==> src/mbps_pkg.sv <==
// ----------------------------------------------------------------------------
// mbps_pkg
// Shared constants, types and helpers for the masked byte pattern search.
// ----------------------------------------------------------------------------
package mbps_pkg;

	localparam int MAX_PATTERN = 8;
	localparam int MAX_REGION  = 1048576;

	localparam int BYTE_W     = 8;
	localparam int WORD_W     = MAX_PATTERN * BYTE_W;
	localparam int CFG_DATA_W = 64;
	localparam int CFG_IDX_W  = 8;
	localparam int CFG_LEN_W  = 4;
	localparam int OFFSET_W   = 20;

	localparam int LEN_W     = $clog2(MAX_PATTERN + 1);
	localparam int HIST_IW   = (MAX_PATTERN > 1) ? $clog2(MAX_PATTERN) : 1;
	localparam int WIN_D     = (MAX_PATTERN > 1) ? MAX_PATTERN - 1 : 1;
	localparam int INDEX_W   = $clog2(MAX_REGION + 1);
	localparam int SUM_W     = ((INDEX_W > OFFSET_W) ? INDEX_W : OFFSET_W) + 1;

	// output tdata: found, match_offset, region_overflow, padded to bytes
	localparam int RES_W    = 1 + OFFSET_W + 1;
	localparam int RES_DW   = ((RES_W + 7) / 8) * 8;

	// register indexes on the configuration channel
	localparam logic [CFG_IDX_W-1:0] CFG_PATTERN_MATCH  = CFG_IDX_W'(0);
	localparam logic [CFG_IDX_W-1:0] CFG_PATTERN_MASK   = CFG_IDX_W'(1);
	localparam logic [CFG_IDX_W-1:0] CFG_PATTERN_LENGTH = CFG_IDX_W'(2);
	localparam logic [CFG_IDX_W-1:0] CFG_SEARCH_MODE    = CFG_IDX_W'(3);

	localparam logic MODE_FIRST = 1'b0;
	localparam logic MODE_LAST  = 1'b1;

	typedef struct packed {
		logic [WORD_W-1:0]    pattern_match;
		logic [WORD_W-1:0]    pattern_mask;
		logic [CFG_LEN_W-1:0] pattern_length;
		logic                 search_mode;
	} cfg_t;

	typedef logic [WIN_D-1:0][BYTE_W-1:0] window_t;

	// clamp the programmed length to 1..MAX_PATTERN
	function automatic logic [LEN_W-1:0] active_len(input logic [CFG_LEN_W-1:0] raw);
		logic [LEN_W-1:0] n;
		if (raw == '0) begin
			n = LEN_W'(1);
		end else if (32'(raw) > MAX_PATTERN) begin
			n = LEN_W'(MAX_PATTERN);
		end else begin
			n = LEN_W'(raw);
		end
		return n;
	endfunction

endpackage

==> src/mbps_cfg.sv <==
// ----------------------------------------------------------------------------
// mbps_cfg
// Pattern and mode registers, written through the configuration channel.
// ----------------------------------------------------------------------------
module mbps_cfg (
	input  logic                           clk,
	input  logic                           arst_n,
	input  logic                           wr_en,
	input  logic [mbps_pkg::CFG_IDX_W-1:0]  wr_index,
	input  logic [mbps_pkg::CFG_DATA_W-1:0] wr_data,
	output mbps_pkg::cfg_t                 cfg
);

	mbps_pkg::cfg_t cfg_q;

	always_ff @(posedge clk or negedge arst_n) begin
		if (!arst_n) begin
			cfg_q.pattern_match  <= '0;
			cfg_q.pattern_mask   <= '1;
			cfg_q.pattern_length <= mbps_pkg::CFG_LEN_W'(1);
			cfg_q.search_mode    <= mbps_pkg::MODE_FIRST;
		end else if (wr_en) begin
			case (wr_index)
				mbps_pkg::CFG_PATTERN_MATCH: begin
					cfg_q.pattern_match <= wr_data[mbps_pkg::WORD_W-1:0];
				end
				mbps_pkg::CFG_PATTERN_MASK: begin
					cfg_q.pattern_mask <= wr_data[mbps_pkg::WORD_W-1:0];
				end
				mbps_pkg::CFG_PATTERN_LENGTH: begin
					cfg_q.pattern_length <= wr_data[mbps_pkg::CFG_LEN_W-1:0];
				end
				mbps_pkg::CFG_SEARCH_MODE: begin
					cfg_q.search_mode <= wr_data[0];
				end
				default: begin
					// drop writes to unknown registers
				end
			endcase
		end
	end

	assign cfg = cfg_q;

endmodule

==> src/mbps_match.sv <==
// ----------------------------------------------------------------------------
// mbps_match
// Parallel masked compare of the newest byte and the byte window against
// every active pattern position.
// ----------------------------------------------------------------------------
module mbps_match (
	input  logic [mbps_pkg::WORD_W-1:0] pattern_match,
	input  logic [mbps_pkg::WORD_W-1:0] pattern_mask,
	input  logic [mbps_pkg::LEN_W-1:0]  len,
	input  logic [mbps_pkg::BYTE_W-1:0] cur_byte,
	input  mbps_pkg::window_t           window,
	output logic                        hit
);

	logic [mbps_pkg::MAX_PATTERN-1:0][mbps_pkg::BYTE_W-1:0] hist;

	// newest byte first, then the window from most recent back
	always_comb begin
		hist[0] = cur_byte;
		for (int i = 1; i < mbps_pkg::MAX_PATTERN; i++) begin
			hist[i] = window[i-1];
		end
	end

	always_comb begin
		logic [mbps_pkg::LEN_W-1:0]  lag;
		logic [mbps_pkg::BYTE_W-1:0] m_byte;
		logic [mbps_pkg::BYTE_W-1:0] k_mask;
		logic                        ok;
		ok = 1'b1;
		for (int k = 0; k < mbps_pkg::MAX_PATTERN; k++) begin
			// position k lines up with the byte len-1-k steps back
			lag    = len - mbps_pkg::LEN_W'(1) - mbps_pkg::LEN_W'(k);
			m_byte = pattern_match[k*mbps_pkg::BYTE_W +: mbps_pkg::BYTE_W];
			k_mask = pattern_mask[k*mbps_pkg::BYTE_W +: mbps_pkg::BYTE_W];
			if (mbps_pkg::LEN_W'(k) < len) begin
				if ((hist[lag[mbps_pkg::HIST_IW-1:0]] & k_mask) != m_byte) begin
					ok = 1'b0;
				end
			end
		end
		hit = ok;
	end

endmodule

==> src/masked_byte_pattern_search_core.sv <==
// ----------------------------------------------------------------------------
// masked_byte_pattern_search_core
// Result: the request carrying tlast is registered in the input stage, and
// its result is registered in the output register once that byte moves on.
// Throughput: one byte per cycle; a last byte waits while a result is held.
// Reset: arst_n clears the pattern registers to their defaults and the
// region state, the byte window and both pipeline stages at once.
// ----------------------------------------------------------------------------
module masked_byte_pattern_search_core (
	input  logic                            clk,
	input  logic                            arst_n,
	input  logic                            s_axis_tvalid,
	output logic                            s_axis_tready,
	input  logic [7:0]                      s_axis_tdata,  // [7:0] data_byte
	input  logic                            s_axis_tlast,  // last_byte
	output logic                            m_axis_tvalid,
	input  logic                            m_axis_tready,
	// [0] found, [20:1] match_offset, [21] region_overflow, [23:22] zero
	output logic [mbps_pkg::RES_DW-1:0]     m_axis_tdata,
	input  logic                            cfg_valid,
	output logic                            cfg_ready,
	input  logic [mbps_pkg::CFG_IDX_W-1:0]  cfg_index,
	input  logic [mbps_pkg::CFG_DATA_W-1:0] cfg_data
);

	mbps_pkg::cfg_t cfg;

	logic                          valid_s1;
	logic [mbps_pkg::BYTE_W-1:0]   byte_s1;
	logic                          last_s1;

	mbps_pkg::window_t             window_q;
	logic [mbps_pkg::INDEX_W-1:0]  index_q;
	logic                          have_q;
	logic [mbps_pkg::OFFSET_W-1:0] best_q;
	logic                          ovf_q;

	logic                          out_valid_q;
	logic                          out_found_q;
	logic [mbps_pkg::OFFSET_W-1:0] out_offset_q;
	logic                          out_ovf_q;

	logic                          advance;
	logic [mbps_pkg::LEN_W-1:0]    len;
	logic                          hit;
	logic                          in_range;
	logic [mbps_pkg::SUM_W-1:0]    next_pos;
	logic [mbps_pkg::SUM_W-1:0]    len_x;
	logic [mbps_pkg::SUM_W-1:0]    start;
	logic                          take;
	logic                          nxt_have;
	logic [mbps_pkg::OFFSET_W-1:0] nxt_best;
	logic                          nxt_ovf;

	assign cfg_ready = 1'b1;

	mbps_cfg u_cfg (
		.clk      (clk),
		.arst_n   (arst_n),
		.wr_en    (cfg_valid),
		.wr_index (cfg_index),
		.wr_data  (cfg_data),
		.cfg      (cfg)
	);

	assign len = mbps_pkg::active_len(cfg.pattern_length);

	mbps_match u_match (
		.pattern_match (cfg.pattern_match),
		.pattern_mask  (cfg.pattern_mask),
		.len           (len),
		.cur_byte      (byte_s1),
		.window        (window_q),
		.hit           (hit)
	);

	// a last byte only moves on when the result register can take it
	assign advance       = valid_s1 && (!last_s1 || !out_valid_q || m_axis_tready);
	assign s_axis_tready = !valid_s1 || advance;

	always_comb begin
		in_range = index_q < mbps_pkg::INDEX_W'(mbps_pkg::MAX_REGION);
		next_pos = mbps_pkg::SUM_W'(index_q) + mbps_pkg::SUM_W'(1);
		len_x    = mbps_pkg::SUM_W'(len);
		start    = next_pos - len_x;
		take     = in_range && (next_pos >= len_x) && hit;
		nxt_have = have_q || take;
		nxt_ovf  = ovf_q || !in_range;
		nxt_best = best_q;
		if (take && (cfg.search_mode == mbps_pkg::MODE_LAST || !have_q)) begin
			nxt_best = start[mbps_pkg::OFFSET_W-1:0];
		end
	end

	always_ff @(posedge clk or negedge arst_n) begin
		if (!arst_n) begin
			valid_s1 <= 1'b0;
		end else if (s_axis_tready) begin
			valid_s1 <= s_axis_tvalid;
		end
	end

	always_ff @(posedge clk) begin
		if (s_axis_tready && s_axis_tvalid) begin
			byte_s1 <= s_axis_tdata;
			last_s1 <= s_axis_tlast;
		end
	end

	// region state
	always_ff @(posedge clk or negedge arst_n) begin
		if (!arst_n) begin
			window_q <= '0;
			index_q  <= '0;
			have_q   <= 1'b0;
			best_q   <= '0;
			ovf_q    <= 1'b0;
		end else if (advance) begin
			if (last_s1) begin
				window_q <= '0;
				index_q  <= '0;
				have_q   <= 1'b0;
				best_q   <= '0;
				ovf_q    <= 1'b0;
			end else begin
				if (in_range) begin
					window_q[0] <= byte_s1;
					for (int i = 1; i < mbps_pkg::WIN_D; i++) begin
						window_q[i] <= window_q[i-1];
					end
					index_q <= index_q + mbps_pkg::INDEX_W'(1);
				end
				have_q <= nxt_have;
				best_q <= nxt_best;
				ovf_q  <= nxt_ovf;
			end
		end
	end

	always_ff @(posedge clk or negedge arst_n) begin
		if (!arst_n) begin
			out_valid_q <= 1'b0;
		end else if (advance && last_s1) begin
			out_valid_q <= 1'b1;
		end else if (m_axis_tready) begin
			out_valid_q <= 1'b0;
		end
	end

	always_ff @(posedge clk) begin
		if (advance && last_s1) begin
			out_found_q  <= nxt_have;
			out_offset_q <= nxt_best;
			out_ovf_q    <= nxt_ovf;
		end
	end

	assign m_axis_tvalid = out_valid_q;
	assign m_axis_tdata  = mbps_pkg::RES_DW'({out_ovf_q, out_offset_q, out_found_q});

endmodule

==> config.mk <==
export PLATFORM = sky130hd
export DESIGN_NAME = masked_byte_pattern_search_core
export DESIGN_NICKNAME = d
export VERILOG_FILES = /design/src/mbps_pkg.sv /design/src/mbps_cfg.sv /design/src/mbps_match.sv /design/src/masked_byte_pattern_search_core.sv
export SDC_FILE = /design/constraint.sdc
export NUM_CORES = 1
export LEC_CHECK = 0
export ABC_AREA = 1
export ABC_CLOCK_PERIOD_IN_PS = 7600
export BUFFER_PORTS_ARGS = -buffer_cell sky130_fd_sc_hd__buf_2
export CAP_MARGIN = 20
export CELL_PAD_IN_SITES_DETAIL_PLACEMENT = 0
export CELL_PAD_IN_SITES_GLOBAL_PLACEMENT = 1
export CORE_MARGIN = 2
export CORE_UTILIZATION = 49
export CTS_CLUSTER_SIZE = 28
export DETAILED_ROUTE_END_ITERATION = 8
export PLACE_DENSITY_LB_ADDON = 0.1
export SYNTH_ARGS = -nofsm -noshare
export SYNTH_HDL_FRONTEND = slang
export SYNTH_SLANG_ARGS = --single-unit
==> constraint.sdc <==
create_clock -name clk -period 7.6 [get_ports clk]
set_clock_uncertainty 0.1 [all_clocks]
set_input_delay 0.38 -clock clk [delete_from_list [all_inputs] [get_ports clk]]
set_output_delay 0.38 -clock clk [all_outputs]
set_load 0.01 [all_outputs]
==> flow_summary_export.csv <==
group,metric,value,unit
run_status,status,"finished, final reports clean",
floorplanning,core_area,30430,um^2
timing,setup_tns,0,ns
clock_network,insertion_delay,0.59,ns
worst_hold_path,hp-class,"in -> reg",
synthesis,synth.cell_area,15030,um^2
pwr,p_sw,1.587,mW
floorplanning,ios,113,
timing,rsz0062_at_grt,"no",
worst_hold_path,hp-start,"cfg_data[53]",
global_routing,grt_util_all_layers,0.2931,
timing,hold_viol,0,
routing,wl,47090,um
routing,via_per_inst,5.538,
worst_setup_path,r2r_cells,18,
floorplanning,start_util,0.4940,
pwr,p_int,2.999,mW
global_routing,top_usage_layer,"met2",
worst_setup_path,arrival,6.14,ns
routing,detail_route.wl_per_cell,18.41,um
synthesis,ys_ff_latch,265,
floorplanning,die-area,32090,um^2
pwr,irDropWorstVdd,238.5,uV
timing,tightest_slew,1.008,ns
placed_design,post-dp-hpwl,33590,um
clock_network,post-cts-setup-buffers,0,
routing,vias,14170,
synthesis,synth_edf_count,31,
clock_network,clock_sinks,265,
clock_network,ctsResizeCount,0,
timing,post-route-min-period,5.824,ns
cells_and_area,layout-drive-gt1-share,0.1230,
flow_run,maxCapViolCount,0,
worst_hold_path,hold-path-cell-count,3,
worst_setup_path,critPathKind,"reg -> reg",
global_routing,antenna_found_initial,0,
pwr,power_leakage,8.387,nW
synthesis,synth_top_flop_cell,"dfrtp_1",
worst_setup_path,crit_required,7.92,ns
routing,drc_errors,0,
clock_network,cts-htree-levels,1,
synthesis,yosys_warnings,0,
routing,first_iter_violations,1319,
worst_setup_path,timing.rr.end,"out_offset_q[13]$_DFFE_PP_",
synthesis,avgSynthCellArea,7.479,um^2
synthesis,synthCells,2010,
timing,fmax,171.7,MHz
placed_design,gp_congestion,0.9443,
clock_network,hold_buffers,71,
pwr,swShare,0.3460,
routing,ant_nets,0,
global_routing,grt_max_degree,93,
timing,maxSlewViolCount,0,
clock_network,cts_root_buf,"clkbuf_16",
worst_setup_path,r2r_start,"u_cfg.cfg[4]$_DFFE_PN0P_",
pwr,powerDensity,261.9,nW/um^2
global_routing,grt_pass1_wl,72860,um
cells_and_area,final_util,0.5754,
cells_and_area,nets,2231,
pwr,clkPwrFrac,0.337,
global_routing,grtUsageMet3,0.03711,
global_routing,grt-ovfl-total,0,
clock_network,cts_tree,"yes",
clock_network,clk_path_buf_depth,3,
clock_network,cts_buffers,31,
worst_setup_path,worst-r2r-setup-slack,1.78,ns
floorplanning,die_x,179.2,um
synthesis,async_flop_share,0.8830,
global_routing,use_met1,0.3982,
cells_and_area,antennaDiodeCount,0,
worst_setup_path,start_kind,"register",
timing,finalCritPeriodShare,0.7664,
worst_setup_path,endpoint_kind,"register",
pwr,pwr-share-comb,0.292,
placed_design,io_buffers,109,
worst_hold_path,hold_end,"u_cfg.cfg[58]$_DFFE_PN1P_",
worst_setup_path,worstPathMaxFanout,35,
timing,relSlewSlack,0.3239,
floorplanning,rows,64,
timing,whs,0.01473,ns
cells_and_area,area_growth,16.48,%
clock_network,clkTransAtPathRegs,0.06,ns
global_routing,grtUsageMet2,0.4742,
pwr,pwr-share-seq,0.370,
routing,first_pass_iters,9,
floorplanning,die_h,179.2,um
synthesis,yosysUniqueCellTypes,41,
global_routing,first_global_vias,13300,
timing,finalSetupViolations,0,
synthesis,yosysSeqAreaShare,0.4569,
worst max-delay path by stage:
stage,start,endpoint,depth (start not counted)
after floorplan,u_cfg.cfg[4]$_DFFE_PN0P_,out_offset_q[5]$_DFFE_PP_,23
after global placement,u_cfg.cfg[4]$_DFFE_PN0P_,out_offset_q[19]$_DFFE_PP_,22
after detailed placement,u_cfg.cfg[4]$_DFFE_PN0P_,out_offset_q[8]$_DFFE_PP_,22
after CTS,u_cfg.cfg[4]$_DFFE_PN0P_,out_offset_q[13]$_DFFE_PP_,22
after global routing,u_cfg.cfg[4]$_DFFE_PN0P_,out_offset_q[13]$_DFFE_PP_,22
final,u_cfg.cfg[4]$_DFFE_PN0P_,out_offset_q[13]$_DFFE_PP_,18
routing by layer:
metal,wire length [um],vias up,share of wire
li1,-,6948,-
met1,20240,6625,0.43
met2,21760,496,0.46
met3,2831,98,0.060
met4,2257,0,0.048
met5,0,-,0
final cells by class:
class / count / area (um^2)
fill: 2896 / 12920
sequential: 265 / 6868
multi-input combinational: 1384 / 6736
timing repair buffer: 192 / 1356
inverter: 263 / 989.7
clock buffer: 50 / 938.4
tap: 396 / 495.5
clock inverter: 8 / 125.1
registers in the layout (all words and copies together) (netlist names):
register / cells
valid_s1: 1
m_axis_tvalid: 1
last_s1: 1
out_ovf_q: 1
window_q: 56
index_q: 21
out_offset_q: 20
best_q: 20
byte_s1: 8
out_found_q: 1
ovf_q: 1
have_q: 1
u_cfg.cfg: 133
Yosys cell counts, types with 5 or more instances:
| cell | count | area, um^2 |
|---|---|---|
| clkbuf_1 | 59 | 221.5 |
| xor2_1 | 23 | 201.4 |
| and2_1 | 16 | 100.1 |
| xnor2_1 | 9 | 78.83 |
| buf_1 | 8 | 30.03 |
| nand3_1 | 408 | 2042 |
| nand4_1 | 89 | 556.8 |
| a21oi_1 | 6 | 30.03 |
| o21ai_0 | 148 | 740.7 |
| o22ai_1 | 69 | 431.7 |
| dfrtp_1 | 169 | 4229 |
| edfxtp_1 | 31 | 930.9 |
| inv_1 | 256 | 960.9 |
| ha_1 | 7 | 87.58 |
| nand2_2 | 7 | 43.79 |
| nand2_1 | 503 | 1888 |
| buf_2 | 13 | 65.06 |
| nor2_2 | 5 | 31.28 |
| dfstp_2 | 65 | 1708 |
| nor2_1 | 60 | 225.2 |
| buf_4 | 16 | 120.1 |
| nor3_1 | 12 | 60.06 |
power by group through the flow:
| stage | Combinational (mW) | Sequential (mW) | Clock, mW |
|---|---|---|---|
| floorplan | 0.917 | 1.72 | 0 |
| global placement | 1.27 | 1.72 | 0 |
| detailed placement | 1.30 | 1.72 | 0 |
| CTS | 1.33 | 1.70 | 1.57 |
| global route | 1.50 | 1.72 | 1.62 |
| finish | 1.34 | 1.70 | 1.55 |
worst max-delay path: stages, from the launching register on:
cell	delay, ns
dfrtp_1	0.49
nor2_2	0.14
buf_4	0.40
inv_1	0.09
buf_4	0.29
ha_1	0.36
clkinv_1	0.78
nand3_1	0.62
nand3_1	0.16
nand4_1	0.12
nand3_1	0.08
nor2_1	0.13
nand2_1	0.09
nand2_1	0.09
nand3_1	0.11
nor2_2	0.69
nand3_2	0.52
nand2_1	0.23
and2_1	0.17
stage by stage:
stage | setup WS, ns | cell area (um^2) | power (mW) | std cells
final | 1.776 | 17510 | 4.585 | 2558
after global routing | 1.195 | 17510 | 4.837 | 2558
after CTS | 1.896 | 17510 | 4.599 | 2558
after detailed placement | 1.924 | 15740 | 3.019 | 2429
after global placement | 2.014 | 15740 | 2.989 | 2429
after floorplan | 4.032 | 15040 | 2.635 | 2011
logic make-up (layout without fill, tap and decap cells):
logic type,Yosys count,after routing,share of synthesized area
compound gates,229,229,0.08290
buf+inv,362,513,0.09714
xor+xnor,33,33,0.01973
flops,265,265,0.4569
fa+ha+maj,8,8,0.007158
simple gates,1111,1111,0.3357
other cells,2,3,0.0004996
cell usage in the layout (no fill, tap or decap), types with 23 or more instances in the layout:
master	netlist	final
nand2_1	503	500
nand3_1	408	408
inv_1	256	256
dfrtp_1	169	169
o21ai_0	148	148
buf_2	13	108
nand4_1	89	89
dlygate4sd3_1	0	71
o22ai_1	69	69
dfstp_2	65	65
nor2_1	60	60
clkbuf_16	0	32
edfxtp_1	31	31
xor2_1	23	23
(Power assumes the default switching activity.)
